$ cat config.mk
export PLATFORM = sky130hd
export DESIGN_NAME = ble_test_pdu_pattern_generator
export DESIGN_NICKNAME = d
export VERILOG_FILES = /design/src/rtl/core/bletpg_pkg.sv /design/src/rtl/core/bletpg_byte_gen.sv /design/src/rtl/core/ble_test_pdu_pattern_generator.sv
export SDC_FILE = /design/constraint.sdc
export NUM_CORES = 1
export LEC_CHECK = 0
export BUFFER_PORTS_ARGS = -buffer_cell sky130_fd_sc_hd__buf_4
export CAP_MARGIN = 40
export CORE_ASPECT_RATIO = 1.5
export CORE_MARGIN = 1.5
export CORE_UTILIZATION = 50
export DETAILED_ROUTE_END_ITERATION = 8
export GPL_TIMING_DRIVEN = 0
export PLACE_DENSITY = 0.66
export SETUP_SLACK_MARGIN = 0.4
export SYNTH_ARGS = -nofsm -noshare
export SYNTH_HDL_FRONTEND = slang
export SYNTH_HIERARCHICAL = 1
export SYNTH_SLANG_ARGS = --single-unit
$ cat constraint.sdc
create_clock -name clk -period 4.9 [get_ports clk]
set_input_delay 0.98 -clock clk [delete_from_list [all_inputs] [get_ports clk]]
set_output_delay 0.98 -clock clk [all_outputs]
set_load 0.1 [all_outputs]
$ cat src/rtl/core/bletpg_pkg.sv
// bletpg_pkg: types, pattern codes and lfsr step functions for the
// ble test pdu pattern generator. No dependencies.
`default_nettype none

package bletpg_pkg;

    localparam int POS_W  = 9;
    localparam int LFSR_W = 15;
    localparam int SIZE_W = 9;
    localparam int CODE_W = 3;
    localparam int CFG_W  = 9;

    localparam logic [LFSR_W-1:0] LFSR_SEED = 15'h01ff;

    // pattern codes
    localparam logic [CODE_W-1:0] PAT_PRBS9  = 3'd0;
    localparam logic [CODE_W-1:0] PAT_0F     = 3'd1;
    localparam logic [CODE_W-1:0] PAT_55     = 3'd2;
    localparam logic [CODE_W-1:0] PAT_PRBS15 = 3'd3;
    localparam logic [CODE_W-1:0] PAT_FF     = 3'd4;
    localparam logic [CODE_W-1:0] PAT_00     = 3'd5;
    localparam logic [CODE_W-1:0] PAT_F0     = 3'd6;
    localparam logic [CODE_W-1:0] PAT_AA     = 3'd7;

    // configuration register indexes
    localparam logic CFG_PATTERN = 1'b0;
    localparam logic CFG_SIZE    = 1'b1;

    typedef struct packed {
        logic              active;
        logic [POS_W-1:0]  pos;
        logic [LFSR_W-1:0] lfsr;
    } bletpg_state_t;

    typedef struct packed {
        logic       valid;
        logic [7:0] data;
        logic       last;
    } bletpg_result_t;

    // eight shifts of the 9-bit sequence, x^9 + x^5 + 1
    function automatic logic [8:0] prbs9_advance(input logic [8:0] seed);
        logic [8:0] s;
        s = seed;
        for (int k = 0; k < 8; k++)
        begin
            s = {s[0] ^ s[4], s[8:1]};
        end
        return s;
    endfunction

    // eight shifts of the 15-bit sequence, x^15 + x^14 + 1
    function automatic logic [14:0] prbs15_advance(input logic [14:0] seed);
        logic [14:0] s;
        s = seed;
        for (int k = 0; k < 8; k++)
        begin
            s = {s[0] ^ s[1], s[14:1]};
        end
        return s;
    endfunction

endpackage

`default_nettype wire

$ cat src/rtl/core/bletpg_byte_gen.sv
// bletpg_byte_gen: works out one packet byte and the next packet state
// from the current state and a request word. Uses bletpg_pkg.
`default_nettype none

module bletpg_byte_gen
    import bletpg_pkg::*;
(
    input  wire logic [CODE_W-1:0] pattern_code,
    input  wire logic [SIZE_W-1:0] packet_size,
    input  wire logic              restart,
    input  wire bletpg_state_t     state,
    output bletpg_state_t          state_next,
    output bletpg_result_t         result
);

    logic              eff_active;
    logic [POS_W-1:0]  eff_pos;
    logic [LFSR_W-1:0] eff_lfsr;
    logic [8:0]        lfsr9;
    logic [14:0]       lfsr15;
    logic [7:0]        payload;
    logic [LFSR_W-1:0] lfsr_stepped;
    logic              last;
    logic [7:0]        length_raw;

    // a restart rewinds to byte zero with a fresh seed
    always_comb
    begin
        if (restart)
        begin
            eff_active = (packet_size >= SIZE_W'(2));
            eff_pos    = '0;
            eff_lfsr   = LFSR_SEED;
        end
        else
        begin
            eff_active = state.active;
            eff_pos    = state.pos;
            eff_lfsr   = state.lfsr;
        end
    end

    assign lfsr9      = eff_lfsr[8:0];
    assign lfsr15     = eff_lfsr;
    assign length_raw = packet_size[7:0] - 8'd2;
    assign last       = ({1'b0, eff_pos} + 10'd1) == {1'b0, packet_size};

    always_comb
    begin
        lfsr_stepped = eff_lfsr;
        unique case (pattern_code)
            PAT_PRBS9:
            begin
                payload      = lfsr9[7:0];
                lfsr_stepped = {6'd0, prbs9_advance(lfsr9)};
            end
            PAT_0F:  payload = 8'h0f;
            PAT_55:  payload = 8'h55;
            PAT_PRBS15:
            begin
                payload      = lfsr15[7:0];
                lfsr_stepped = prbs15_advance(lfsr15);
            end
            PAT_FF:  payload = 8'hff;
            PAT_00:  payload = 8'h00;
            PAT_F0:  payload = 8'hf0;
            PAT_AA:  payload = 8'haa;
            default: payload = 8'haa;
        endcase
    end

    always_comb
    begin
        result          = '0;
        state_next.active = eff_active;
        state_next.pos    = eff_pos;
        state_next.lfsr   = eff_lfsr;
        if (eff_active)
        begin
            if (eff_pos >= packet_size)
            begin
                // size shrank under a running packet
                state_next.active = 1'b0;
            end
            else
            begin
                result.valid = 1'b1;
                result.last  = last;
                priority if (eff_pos == POS_W'(0))
                begin
                    result.data = {5'd0, pattern_code};
                end
                else if (eff_pos == POS_W'(1))
                begin
                    result.data = length_raw;
                end
                else
                begin
                    result.data     = payload;
                    state_next.lfsr = lfsr_stepped;
                end
                state_next.active = !last;
                state_next.pos    = eff_pos + POS_W'(1);
            end
        end
    end

endmodule

`default_nettype wire

$ cat src/rtl/core/ble_test_pdu_pattern_generator.sv
// ble_test_pdu_pattern_generator: top level, request channel, config
// registers, state registers and a two-word output buffer.
// Uses bletpg_pkg and bletpg_byte_gen.
//
// Usage: each word on the request channel (in_valid/in_ready, field
// restart) asks for one packet byte. restart = 1 opens a new packet and
// answers its pattern code byte; restart = 0 asks for the next byte. Byte
// one is the length (packet_size - 2), the rest is payload from a fixed
// pattern or a prbs9/prbs15 generator. Requests with no packet running, or
// a restart with packet_size below two, give no word on the output.
// The output channel (out_valid/out_ready) carries data_byte and last_byte.
// One request is taken every cycle while in_ready is high. The byte logic
// (eight lfsr shifts flattened into xor terms) sits between the state
// registers and the output register. When the receiver stalls, one more
// word goes into a skid register and in_ready drops only once that
// register is full.
// The user must write configuration (cfg_we/index/data) only while idle.
// Reset: pattern prbs9, size 2, no packet running, output buffer empty.
`default_nettype none

module ble_test_pdu_pattern_generator
    import bletpg_pkg::*;
(
    input  wire logic             clk,
    input  wire logic             rst_n,
    input  wire logic             in_valid,
    output logic                  in_ready,
    input  wire logic             restart,
    output logic                  out_valid,
    input  wire logic             out_ready,
    output logic [7:0]            data_byte,
    output logic                  last_byte,
    input  wire logic             cfg_we,
    input  wire logic             cfg_index,
    input  wire logic [CFG_W-1:0] cfg_data
);

    logic [CODE_W-1:0] pattern_reg;
    logic [SIZE_W-1:0] size_reg;
    bletpg_state_t     state_reg;
    bletpg_state_t     state_next;
    bletpg_result_t    result;

    logic       out_valid_reg;
    logic [7:0] out_data_reg;
    logic       out_last_reg;
    logic       skid_valid_reg;
    logic [7:0] skid_data_reg;
    logic       skid_last_reg;

    logic in_fire;
    logic out_fire;
    logic push;

    bletpg_byte_gen u_byte_gen (
        .pattern_code (pattern_reg),
        .packet_size  (size_reg),
        .restart      (restart),
        .state        (state_reg),
        .state_next   (state_next),
        .result       (result)
    );

    assign in_ready  = !skid_valid_reg;
    assign in_fire   = in_valid && in_ready;
    assign out_fire  = out_valid_reg && out_ready;
    assign push      = in_fire && result.valid;
    assign out_valid = out_valid_reg;
    assign data_byte = out_data_reg;
    assign last_byte = out_last_reg;

    always_ff @(posedge clk or negedge rst_n)
    begin
        if (!rst_n)
        begin
            pattern_reg <= PAT_PRBS9;
            size_reg    <= SIZE_W'(2);
        end
        else if (cfg_we)
        begin
            unique case (cfg_index)
                CFG_PATTERN: pattern_reg <= cfg_data[CODE_W-1:0];
                CFG_SIZE:    size_reg    <= cfg_data[SIZE_W-1:0];
                default:     size_reg    <= size_reg;
            endcase
        end
    end

    always_ff @(posedge clk or negedge rst_n)
    begin
        if (!rst_n)
        begin
            state_reg.active <= 1'b0;
            state_reg.pos    <= '0;
            state_reg.lfsr   <= LFSR_SEED;
        end
        else if (in_fire)
        begin
            state_reg <= state_next;
        end
    end

    // output register with one skid word behind it
    always_ff @(posedge clk or negedge rst_n)
    begin
        if (!rst_n)
        begin
            out_valid_reg  <= 1'b0;
            skid_valid_reg <= 1'b0;
        end
        else if (skid_valid_reg)
        begin
            if (out_fire)
            begin
                skid_valid_reg <= 1'b0;
            end
        end
        else if (push)
        begin
            if (!out_valid_reg || out_fire)
            begin
                out_valid_reg <= 1'b1;
            end
            else
            begin
                skid_valid_reg <= 1'b1;
            end
        end
        else if (out_fire)
        begin
            out_valid_reg <= 1'b0;
        end
    end

    always_ff @(posedge clk)
    begin
        if (skid_valid_reg)
        begin
            if (out_fire)
            begin
                out_data_reg <= skid_data_reg;
                out_last_reg <= skid_last_reg;
            end
        end
        else if (push)
        begin
            if (!out_valid_reg || out_fire)
            begin
                out_data_reg <= result.data;
                out_last_reg <= result.last;
            end
            else
            begin
                skid_data_reg <= result.data;
                skid_last_reg <= result.last;
            end
        end
    end

`ifndef SYNTHESIS
    a_skid_behind_out: assert property (@(posedge clk) disable iff (!rst_n)
        skid_valid_reg |-> out_valid_reg)
        else $error("skid word held with output register empty");

    a_last_closes_packet: assert property (@(posedge clk) disable iff (!rst_n)
        (push && result.last) |=> !state_reg.active)
        else $error("packet still running after its last byte");

    a_short_restart: assert property (@(posedge clk) disable iff (!rst_n)
        (in_fire && restart && (size_reg < SIZE_W'(2))) |=> !state_reg.active)
        else $error("packet opened with size below two");

    a_no_word_when_idle: assert property (@(posedge clk) disable iff (!rst_n)
        (in_fire && !restart && !state_reg.active) |-> !result.valid)
        else $error("word produced with no packet running");
`endif

endmodule

`default_nettype wire
# Word-level counts from Yosys, hierarchy flattened
# Cells that the tools add are included.
totals:
  wordCells: 93
  output_inout_bits: 11
  ff_bits: 57
  input_bits: 16
op_classes:
  eq_ne: 11
  bitwise_logic: 19
  add_sub_neg: 3
  mux: 29
  order_cmp: 2
  n_reduce_logical: 18
op_table:
  columns: ["cell", "n"]
  rows:
  - ["one-hot mux 8 bit (7 select lines)", 1]
  - ["2-to-1 mux 8 bit", 6]
  - ["2-to-1 mux 15 bit", 3]
  - ["one-hot mux 15 bit (2 select lines)", 1]
  - ["2-to-1 mux 25 bit", 1]
  - ["2-to-1 mux 24 bit", 1]
  - ["2-to-1 mux 10 bit", 2]
  - ["bitwise XOR 1 bit", 16]
  - ["2-to-1 mux 1 bit", 13]
  - ["== test 3 bit (second input constant)", 4]
  - ["adder 9 x 1 -> 10 bit (second input constant)", 1]
  - ["== test 10 x 9 -> 1 bit", 1]
  - ["adder 9 x 1 -> 9 bit (second input constant)", 1]
  - ["== test 9 x 1 -> 1 bit (second input constant)", 1]
  - ["greater-or-equal comparator 9 x 2 -> 1 bit (second input constant)", 1]
  - ["greater-or-equal comparator 9 bit", 1]
  - ["logical NOT 9 bit", 1]
  - ["2-to-1 mux 9 bit", 1]
  - ["AND reduction 3 bit", 3]
  - ["subtractor 8 x 2 -> 8 bit (second input constant)", 1]
  - ["== test 3 x 2 -> 1 bit (second input constant)", 2]
  - ["nonzero test 2 bit", 3]
  - ["inequality test 2 x 1 -> 1 bit (second input constant)", 2]
  - ["AND reduction 2 bit", 2]
  - ["7 further kinds", 13]

# Logic depth before layout (Yosys ltp)
# Gate-level depths: netlist of run 1.
logic_depth:
  word_depth: 10
  mapped_depth: 14
  mapped_depth_nobuf: 11

# By module
# Netlist of run 1, hierarchy kept.
by_module_without_submodules:
  columns: ["module", "cells_per_inst", "area_each_um2", "instances", "seq_area_each_um2"]
  rows:
  - ["ble_test_pdu_pattern_generator", 121, 2232.1, 1, 1529.0]
  - ["bletpg_byte_gen", 285, 1945.6, 1, 0.0]

# Worst setup path after synthesis of run 1
# OpenSTA, ideal clock, no wires.
synth_timing:
  kind: "input -> register"
  from: "input restart"
  to: "register out_data_reg[0] (netlist: data_byte[0]) (enable)"
  setup_slack_ns: 0.891
  t_arrival_ns: 3.632
  cell_stages: 13
  required_time_ns: 4.522
  path_buffers: 4
  setup_ns: 0.378
  cell_sequence: "buf_6 buf_2 buf_1 nor2b_1 ha_1 a211oi_2 o21ai_1 a31oi_4 nand3_2 inv_2 buf_2 nand3b_1 a21oi_1"
synth_lines:
  columns: ["item", "line_no", "source"]
  rows:
  - ["start, declared", "ble_test_pdu_pattern_generator.sv:28", "input wire logic restart,"]
  - ["end signal, assigned", "ble_test_pdu_pattern_generator.sv:141", "out_data_reg <= skid_data_reg;"]
  - ["end signal, assigned", "ble_test_pdu_pattern_generator.sv:149", "out_data_reg <= result.data;"]
  - ["end, declared", "ble_test_pdu_pattern_generator.sv:45", "logic [7:0] out_data_reg;"]

==> out/summary.txt, run 1 <==
================================================================================
Outcome                                                                completed
Pwr Total                                                               2.828 mW
Post-route cell area                                                    4841 um2
Final cell utilization of the core                                        60.08%
Number of instances on the worst hold path                                     1
Maximum number of pins on one net before global-route repair                  40
Fraction of layout instances using a drive strength above 1               32.07%
Post-placement cell area                                                4516 um2
Total vias in the final route                                               3407
Core ar.                                                                8058 um2
Cell class contributing the biggest share of worst-path delay       buffers and inverters
Most numerous cell in the Yosys netlist                             sky130_fd_sc_hd__nor2_1
DRC violation count after routing                                              0
HPWL reported at the end of detailed placement                          7.642 mm
Async set-or-reset flop fraction in the synthesized netlist               68.42%
Type of origin of the critical path                                 primary input
Die area                                                                8924 um2
Number of vias per cell                                                    6.150
Die boundary width                                                      77.64 um
Reg2reg path depth                                                            10
Count of mapped cells out of synthesis                                       406
Mean Syn Cell Area                                                     10.29 um2
Rel. slew slack                                                           46.00%
Final setup slack of the worst path                                     541.6 ps
Worst setup slack after placement                                      -262.4 ps
H-tree Lvls                                                                    3
Required time reported for the critical path endpoint                    4870 ps
CTS Sinks                                                                     57
Final worst path period share                                             88.95%
Placer congestion estimate                                                0.8658
Number of pins exceeding their max-slew limit in the final report              0
Gate power share                                                           48.6%
Remaining Overflow, GRT                                                        0
Number of max-capacitance violations reported                                  0
First-pass detailed-route iteration total                                      5
Via count of the first global-routing pass                                  3386
Unrepaired setup endpoints after global routing                            false
Total negative slack for setup checks                                       0 ps
ANT cells                                                                      0
First-pass GRT wire length                                              17.09 mm
Clock root cell                                                     sky130_fd_sc_hd__clkbuf_16
Total detailed-routing wirelength                                       10.62 mm
Areal power density over the cells                                  584.3 nW/um2
Class of the tightest hold or removal check                         flip-flop to flip-flop
Seq/Total Area, Yosys                                                     36.60%
Detail-routed net length per standard cell                              19.16 um
Critical path depth in cells                                                  14
Clock Pin Slew Worst Setup and Hold Paths                                  50 ps
Top cell type's share of synthesized area                                 17.37%
Min Hold Slack                                                          501.6 ps
Worst Setup Path Type                                               primary input to flip-flop
CTS tree                                                                     yes
Unique cell type count in the Yosys netlist                                   69
Number of buffers and inverters on the critical path                           6
Count of nets left with antenna violations after detail routing                0
Flops & latches, synth                                                        57
Sequential fraction of design power                                        27.5%
Number of hold violations in the final report                                  0
Top Ports                                                                     27
Transition time at the pin with the least slew margin                   789.5 ps
Top cell type by total area after synthesis                         sky130_fd_sc_hd__dfrtp_1
Post-Synthesis Net Count                                                     427
Final setup skew                                                        6.785 ps
CP dominant cell by count                                           sky130_fd_sc_hd__buf_2
Insertion delay to the later sink of the worst-skew pair                  340 ps
Input/output buffers                                                          26
Starting density of the core                                              51.85%
Critical Path Max Stage Delay                                             440 ps
Critical-path cell list                                             buf_4 -> buf_6 -> buf_2 -> buf_2 -> nor2b_1 -> ha_1 -> a211oi_2 -> o21ai_1 -> a31oi_4 -> nand3_2 -> inv_2 -> buf_2 -> nand3b_1 -> a21oi_2
Max reg flops                                                                 25
Post-cts hold buffer count                                                     0
Drt initial violations                                                       234
Global-route usage over all layers                                        25.25%
Net switching fraction of the power                                       43.14%
Critical path's slowest cell                                        sky130_fd_sc_hd__a21oi_2
YS warnings                                                                    6
Die height                                                              115.0 um
Most instantiated flip-flop cell in the synthesis netlist           sky130_fd_sc_hd__dfrtp_1
Most common library cells after synthesis                           sky130_fd_sc_hd__nor2_1 (39), sky130_fd_sc_hd__dfrtp_1 (29), sky130_fd_sc_hd__mux2_2 (29), sky130_fd_sc_hd__xnor2_1 (22), sky130_fd_sc_hd__mux2_4 (19)
Arrival time reported for the critical path endpoint                     4330 ps
Deepest clock path buffer count                                                2
Number of buffers created by CTS                                               9
Clock share of power                                                       23.8%
Switching power                                                         1.220 mW
Maximum frequency from static timing analysis                          229.4 MHz
Initial antenna violation count                                                0
Post-layout minimum cycle time                                           4358 ps
Worst ir drop on vdd                                                   0.3476 mV
Internal power of the cells                                             1.608 mW
Net count, final                                                             465
Main area contributors after synthesis                              sky130_fd_sc_hd__dfrtp_1 (17%), sky130_fd_sc_hd__edfxtp_1 (13%), sky130_fd_sc_hd__mux2_2 (7.8%)
Std cell rows                                                                 40
CP max FO                                                                     12
Static leakage power                                                    1.881 nW
Cell Count Post-Placement                                                    538
Layout overhead on the synthesized area                                   15.87%
Type of element capturing the critical path                            flip-flop
Number of non-filler instances in the completed layout                       554
Cell area after technology mapping                                      4178 um2
Final-report setup violation count                                             0
Number of enable-type register cells in the synthesized netlist               18
================================================================================
power groups by stage:
stage	combinational, mW	clock [mW]	sequential [mW]
final	1.38	0.674	0.779
after global routing	1.46	0.708	0.798
after CTS	1.37	0.685	0.779
after detailed placement	1.36	0	0.785
after global placement	1.35	0	0.781
after floorplan	0.802	0	1.05
placed cells by master (no fill, tap or decap), types with 4 or more instances in the layout:
cell / n
sky130_fd_sc_hd__nor2_1: 39
sky130_fd_sc_hd__mux2_2: 29
sky130_fd_sc_hd__dfrtp_1: 29
sky130_fd_sc_hd__buf_4: 28
sky130_fd_sc_hd__xnor2_1: 22
sky130_fd_sc_hd__mux2_4: 19
sky130_fd_sc_hd__edfxtp_1: 18
sky130_fd_sc_hd__nand2_1: 16
sky130_fd_sc_hd__o21ai_0: 14
sky130_fd_sc_hd__nor2b_1: 13
sky130_fd_sc_hd__clkbuf_1: 12
sky130_fd_sc_hd__a21oi_1: 11
sky130_fd_sc_hd__buf_2: 10
sky130_fd_sc_hd__inv_1: 10
sky130_fd_sc_hd__dfstp_2: 10
sky130_fd_sc_hd__xor2_1: 10
sky130_fd_sc_hd__clkbuf_16: 9
sky130_fd_sc_hd__buf_6: 8
sky130_fd_sc_hd__nor3_1: 8
sky130_fd_sc_hd__a221o_1: 8
sky130_fd_sc_hd__nand3_1: 7
sky130_fd_sc_hd__a22oi_1: 6
sky130_fd_sc_hd__and3_1: 5
sky130_fd_sc_hd__nand2b_1: 5
sky130_fd_sc_hd__ha_1: 5
sky130_fd_sc_hd__clkinvlp_4: 4
sky130_fd_sc_hd__nand4_1: 4
sky130_fd_sc_hd__and2_1: 4
sky130_fd_sc_hd__a41oi_1: 4
sky130_fd_sc_hd__a31o_2: 4
sky130_fd_sc_hd__o31ai_1: 4
sky130_fd_sc_hd__o31a_1: 4
cell families after synthesis:
group,synth area share [%]
AND/OR/NAND/NOR,16.80
AO/OA/AOI/OAI,16.80
flip-flops,36.60
multiplexers,15.36
buffers and inverters,5.960
XOR/XNOR,6.708
adder cells (fa/ha/maj),1.767
layer usage:
layer	track usage (%)	share of wire, %	up-vias
met2	44.35	52	109
met1	28.14	40	1681
met3	5.635	4.1	35
met4	13.82	4.1	0
li1	-	-	1582
met5	0	0	-
final timing paths:
kind	start	end	slack (ps)
max	restart	data_byte[6]$_DFFE_PP_	540
min	state_reg[18]$_DFFE_PN0P_	state_reg[18]$_DFFE_PN0P_	500
max reg2reg	state_reg[23]$_DFFE_PN0P_	data_byte[6]$_DFFE_PP_	1500
min reg2reg	state_reg[18]$_DFFE_PN0P_	state_reg[18]$_DFFE_PN0P_	500
max in group asynchronous	rst_n	state_reg[3]$_DFFE_PN1P_	3900
min in group asynchronous	rst_n	out_valid$_DFFE_PN0P_	620
worst reg2reg max path: cells and delay by family (launching register included):
kind / cells / cell delay, ps
AO/OA/AOI/OAI: 4 / 1220
adder cells (fa/ha/maj): 1 / 330
buffers and inverters: 2 / 440
flip-flops: 1 / 440
AND/OR/NAND/NOR: 3 / 600
final cells by class:
class | count | area [um2]
tap | 105 | 131.4
buffer | 33 | 205.2
inverter | 12 | 45.04
fill | 654 | 3217
sequential | 57 | 1529
clock inverter | 7 | 95.09
clock buffer | 9 | 225.2
timing repair buffer | 27 | 206.4
multi-input combinational | 304 | 2404
repair_timing:
action,CTS,global route
resized for setup,2,0
buffers inserted,0,0
endpoints found under the setup margin,9,0
Note: power is estimated with default switching activity, not from simulation.
==> run 2, diff against run 1 <==
CORE_UTILIZATION = 30   (was 50)
PLACE_DENSITY = 0.43   (was 0.66)
==> run 2 against run 1 <==
  * Fmax increased by 2.0%
  * Via count decreased by 4.0%
  * Worst setup slack improved by 87 ps
  * Critical path type unchanged
==> out/summary.txt, run 2 (same netlist as run 1, synthesis figures left out) <==
================================================================================
Worst setup slack after placement                                      -421.3 ps
Via count of the first global-routing pass                                  3329
Cell Count Post-Placement                                                    594
Number of instances on the worst hold path                                     1
Number of non-filler instances in the completed layout                       610
Final worst path period share                                             87.16%
Post-placement cell area                                                4576 um2
Final cell utilization of the core                                        36.17%
First-pass GRT wire length                                              18.37 mm
Input/output buffers                                                          26
Post-route cell area                                                    4895 um2
DRC violation count after routing                                              0
Core ar.                                                               13530 um2
Number of vias per cell                                                    5.362
Net count, final                                                             464
Unrepaired setup endpoints after global routing                            false
Count of nets left with antenna violations after detail routing                0
Required time reported for the critical path endpoint                    4900 ps
First-pass detailed-route iteration total                                      4
Remaining Overflow, GRT                                                        0
Cell class contributing the biggest share of worst-path delay       buffers and inverters
Clock Pin Slew Worst Setup and Hold Paths                                  50 ps
Initial antenna violation count                                                0
Post-cts hold buffer count                                                     0
Rel. slew slack                                                           47.04%
Most frequent cells in the layout                                   sky130_fd_sc_hd__nor2_1 (39), sky130_fd_sc_hd__mux2_2 (29), sky130_fd_sc_hd__dfrtp_1 (29)
Layout overhead on the synthesized area                                   17.16%
Drt initial violations                                                       172
Maximum number of pins on one net before global-route repair                  40
Class of the tightest hold or removal check                         flip-flop to flip-flop
Final setup slack of the worst path                                     629.0 ps
Final-report setup violation count                                             0
Post-layout minimum cycle time                                           4271 ps
Critical path depth in cells                                                  14
Std cell rows                                                                 52
CP dominant cell by count                                           sky130_fd_sc_hd__buf_2
Areal power density over the cells                                  572.9 nW/um2
Max reg flops                                                                 25
Worst ir drop on vdd                                                   0.2158 mV
Static leakage power                                                    1.879 nW
Top Ports                                                                     27
Clock root cell                                                     sky130_fd_sc_hd__clkbuf_16
Die height                                                              147.5 um
Filler instances                                                            1385
HPWL reported at the end of detailed placement                          8.515 mm
Fraction of layout instances using a drive strength above 1               31.92%
Reg2reg path depth                                                            10
Number of hold violations in the final report                                  0
Type of element capturing the critical path                            flip-flop
Global-route usage over all layers                                        16.30%
Die boundary width                                                      99.36 um
ANT cells                                                                      0
Critical Path Max Stage Delay                                             400 ps
Transition time at the pin with the least slew margin                   774.3 ps
CTS Sinks                                                                     57
Die area                                                               14660 um2
H-tree Lvls                                                                    3
Number of max-capacitance violations reported                                  0
Type of origin of the critical path                                 primary input
Number of buffers and inverters on the critical path                           6
Total vias in the final route                                               3271
Outcome                                                                completed
Final setup skew                                                        7.547 ps
Total setup buffers inserted after CTS                                         0
CP max FO                                                                     12
Most common library cell in the layout ignoring fill and taps       sky130_fd_sc_hd__nor2_1
Insertion delay to the later sink of the worst-skew pair                  330 ps
Maximum frequency from static timing analysis                          234.1 MHz
Arrival time reported for the critical path endpoint                     4270 ps
Placer congestion estimate                                                0.8773
Total detailed-routing wirelength                                       11.54 mm
Deepest clock path buffer count                                                2
Critical-path cell list                                             buf_4 -> buf_6 -> buf_2 -> buf_2 -> nor2b_1 -> ha_1 -> a211oi_2 -> o21ai_1 -> a31oi_4 -> nand3_2 -> inv_2 -> buf_2 -> nand3b_1 -> a21oi_4
Number of pins exceeding their max-slew limit in the final report              0
Critical path's slowest cell                                        sky130_fd_sc_hd__a31oi_4
Number of buffers created by CTS                                               9
Detail-routed net length per standard cell                              18.92 um
Worst Setup Path Type                                               primary input to flip-flop
Starting density of the core                                              30.87%
CTS tree                                                                     yes
================================================================================
==> run 2: cell count changes in the layout (fill, tap and decap cells not counted), sizes merged <==
| cell | previous run | this run |
|---|---|---|
| bufinv | 2 | 1 |
| clkbuf | 22 | 23 |
| clkdlybuf4s15 | 1 | 0 |
| clkinv | 1 | 3 |
| clkinvlp | 4 | 2 |
==> run 2: layer usage <==
layer | track usage (%) | routed length (um)
met4 | 5.845 | 214
met2 | 29.42 | 6190
met3 | 2.884 | 347
met5 | 0 | 0
met1 | 19.15 | 4789
==> run 2: final timing paths <==
| path | start | end | slack, ps |
|---|---|---|---|
| max | restart | data_byte[3]$_DFFE_PP_ | 630 |
| min | size_reg[3]$_DFFE_PN0P_ | size_reg[3]$_DFFE_PN0P_ | 500 |
| max reg2reg | state_reg[23]$_DFFE_PN0P_ | data_byte[3]$_DFFE_PP_ | 1610 |
| min reg2reg | size_reg[3]$_DFFE_PN0P_ | size_reg[3]$_DFFE_PN0P_ | 500 |
| max in group asynchronous | rst_n | state_reg[2]$_DFFE_PN1P_ | 3890 |
| min in group asynchronous | rst_n | state_reg[18]$_DFFE_PN0P_ | 630 |
==> run 2: layout make-up <==
| type | count | area (um2) | area share (%) |
|---|---|---|---|
| tap | 162 | 202.7 | 4.141 |
| buffer | 33 | 205.2 | 4.192 |
| timing repair buffer | 26 | 195.2 | 3.988 |
| inverter | 12 | 45.04 | 0.9202 |
| clock inverter | 6 | 67.56 | 1.380 |
| multi-input combinational | 304 | 2411 | 49.26 |
| sequential | 57 | 1529 | 31.24 |
| clock buffer | 10 | 239.0 | 4.882 |
==> run 2: power by group <==
group	total [mW]	internal, mW	switching (mW)	leakage [nW]
Clock	0.647	0.408	0.240	0.145
Sequential	0.780	0.675	0.106	0.642
Combinational	1.38	0.492	0.885	1.09
Total	2.80	1.57	1.23	1.88
==> run 2: stage by stage <==
step	power, mW	setup TNS (ps)	hold slack, ps
final	2.804	0	501.9
after global routing	2.955	0	522.6
after CTS	2.820	0	505.3
after detailed placement	2.154	-3789	492.6
after global placement	2.152	-3405	491.4
after floorplan	1.847	0	476.4
==> run 2: repair_timing <==
item | 4_1_cts | 5_1_grt
hold endpoints to repair | 0 | 0
setup endpoints to repair | 20 | 9
resized for setup | 2 | 1
==> run 3, diff against run 2 <==
GPL_TIMING_DRIVEN = not set   (was 0)
PLACE_DENSITY = 0.44   (was 0.43)
==> run 3 against run 2 <==
  * Global-route usage is 0.80 points lower
  * First-iteration DRC count rose by 1.7%
  * Die area unchanged
  * Flip-flop and latch count stayed put
  * Fmax is 12% higher
  * Non-clock buffer count decreased by 28
  * Clock skew up 5.7 ps
  * Core utilization is 1.1 points lower
  * Critical path type unchanged
  * Largest cell class unchanged
  * Largest power group unchanged
  * Highest routed layer unchanged
==> out/summary.txt, run 3 (same netlist as run 1, synthesis figures left out) <==
================================================================================
Die boundary width                                                      99.36 um
H-tree Lvls                                                                    3
Number of non-filler instances in the completed layout                       582
Remaining Overflow, GRT                                                        0
Std cell rows                                                                 52
Number of pins exceeding their max-slew limit in the final report              0
ANT cells                                                                      0
Gate power share                                                           42.9%
Number of hold violations in the final report                                  0
Worst Setup Path Type                                               primary input to flip-flop
Switching power                                                         1.220 mW
Sequential fraction of design power                                        32.1%
Most common library cell in the layout ignoring fill and taps       sky130_fd_sc_hd__nor2_1
CTS Sinks                                                                     57
CTS tree                                                                     yes
Post-layout minimum cycle time                                           3812 ps
Placer congestion estimate                                                0.8674
Clock Pin Slew Worst Setup and Hold Paths                                  60 ps
Transition time at the pin with the least slew margin                   754.3 ps
Starting density of the core                                              30.87%
Die height                                                              147.5 um
First-pass GRT wire length                                              17.51 mm
Insertion delay to the later sink of the worst-skew pair                  340 ps
HPWL reported at the end of detailed placement                          7.815 mm
Core ar.                                                               13530 um2
Die area                                                               14660 um2
Total negative slack for setup checks                                       0 ps
Final setup skew                                                        13.21 ps
Number of vias per cell                                                    5.459
First-pass detailed-route iteration total                                      4
Maximum frequency from static timing analysis                          262.4 MHz
Net switching fraction of the power                                       43.77%
Arrival time reported for the critical path endpoint                     3860 ps
Type of element capturing the critical path                            flip-flop
Layout overhead on the synthesized area                                   13.57%
Max reg flops                                                                 25
Initial antenna violation count                                                0
Global-route usage over all layers                                        15.50%
Clock root cell                                                     sky130_fd_sc_hd__clkbuf_16
Post-cts hold buffer count                                                     0
Cell Count Post-Placement                                                    566
Areal power density over the cells                                  587.4 nW/um2
Deepest clock path buffer count                                                2
Total setup buffers inserted after CTS                                         0
Unrepaired setup endpoints after global routing                            false
Rel. slew slack                                                           48.41%
Maximum number of pins on one net before global-route repair                  40
Internal power of the cells                                             1.567 mW
Total vias in the final route                                               3177
CP max FO                                                                     23
Top Ports                                                                     27
Most frequent cells in the layout                                   sky130_fd_sc_hd__nor2_1 (39), sky130_fd_sc_hd__buf_4 (31), sky130_fd_sc_hd__mux2_2 (29), sky130_fd_sc_hd__dfrtp_1 (29), sky130_fd_sc_hd__xnor2_1 (22)
Via count of the first global-routing pass                                  3238
Class of the tightest hold or removal check                         flip-flop to flip-flop
Static leakage power                                                    1.801 nW
Fraction of layout instances using a drive strength above 1               30.24%
DRC violation count after routing                                              0
Type of origin of the critical path                                 primary input
Outcome                                                                completed
Net count, final                                                             436
Drt initial violations                                                       175
Number of max-capacitance violations reported                                  0
Clock share of power                                                       25.0%
Count of nets left with antenna violations after detail routing                0
Required time reported for the critical path endpoint                    4950 ps
Worst ir drop on vdd                                                   0.2411 mV
Input/output buffers                                                          26
Final-report setup violation count                                             0
Total detailed-routing wirelength                                       10.81 mm
Final worst path period share                                             77.79%
Number of buffers created by CTS                                               9
Total of cells resized after clock tree synthesis                              0
Detail-routed net length per standard cell                              18.58 um
================================================================================
==> run 3: cell count changes in the layout (fill, tap and decap cells not counted), sizes merged <==
cell,delta
buf,-15
clkbuf,-14
bufinv,+1
clkinvlp,-1
inv,+1
==> run 3: worst paths after layout <==
kind / slack (ps) / start / to / cells after the start
min: 540 / state_reg[24]$_DFFE_PN0P_ / state_reg[24]$_DFFE_PN0P_ / 1
max in group asynchronous: 3890 / rst_n / state_reg[6]$_DFFE_PN1P_ / 1
min reg2reg: 540 / state_reg[24]$_DFFE_PN0P_ / state_reg[24]$_DFFE_PN0P_ / 1
min in group asynchronous: 630 / rst_n / state_reg[17]$_DFFE_PN0P_ / 1
max reg2reg: 1450 / state_reg[23]$_DFFE_PN0P_ / data_byte[7]$_DFFE_PP_ / 10
max: 1090 / restart / data_byte[7]$_DFFE_PP_ / 11
==> run 3: final cells by class <==
| type | count | area [um2] |
|---|---|---|
| clock inverter | 7 | 102.6 |
| fill | 1388 | 8788 |
| sequential | 57 | 1529 |
| inverter | 12 | 45.04 |
| tap | 162 | 202.7 |
| timing repair buffer | 31 | 232.7 |
| multi-input combinational | 304 | 2407 |
| clock buffer | 9 | 225.2 |
==> run 3: worst max-delay path, cell delays in order <==
cell and delay [ps]:
sky130_fd_sc_hd__buf_4 170, sky130_fd_sc_hd__nor2b_1 190, sky130_fd_sc_hd__ha_1 320, sky130_fd_sc_hd__a211oi_2 230
sky130_fd_sc_hd__o21ai_1 130, sky130_fd_sc_hd__a31oi_4 350, sky130_fd_sc_hd__nand3_2 280, sky130_fd_sc_hd__inv_2 440
sky130_fd_sc_hd__nand3b_1 150, sky130_fd_sc_hd__a21oi_1 370, sky130_fd_sc_hd__buf_4 230
==> run 3: power groups by stage <==
stage / combinational, mW / sequential [mW] / clock [mW]
6_report: 1.20 / 0.893 / 0.698
5_1_grt: 1.28 / 0.921 / 0.738
4_1_cts: 1.20 / 0.896 / 0.715
3_5_place_dp: 1.19 / 0.903 / 0
3_3_place_gp: 1.19 / 0.903 / 0
2_1_floorplan: 0.802 / 1.05 / 0
==> run 3: routing by layer <==
layer | vias up | global-route usage [%] | wire, um
met3 | 24 | 2.742 | 460
li1 | 1527 | - | -
met2 | 89 | 26.61 | 5692
met1 | 1537 | 18.20 | 4265
met4 | 0 | 8.380 | 395
met5 | - | 0 | 0
==> run 3: per-stage QoR <==
stage	power, mW	setup WS, ps	util [%]	hold slack, ps	area (um2)
global placement	2.094	841.2	32.64	515.6	4417
floorplan	1.847	890.6	-	476.4	4178
global route	2.940	789.0	35.06	557.1	4745
finish	2.787	1088	35.06	537.7	4745
detailed placement	2.097	744.6	32.64	514.5	4417
CTS	2.811	1101	35.06	535.1	4745
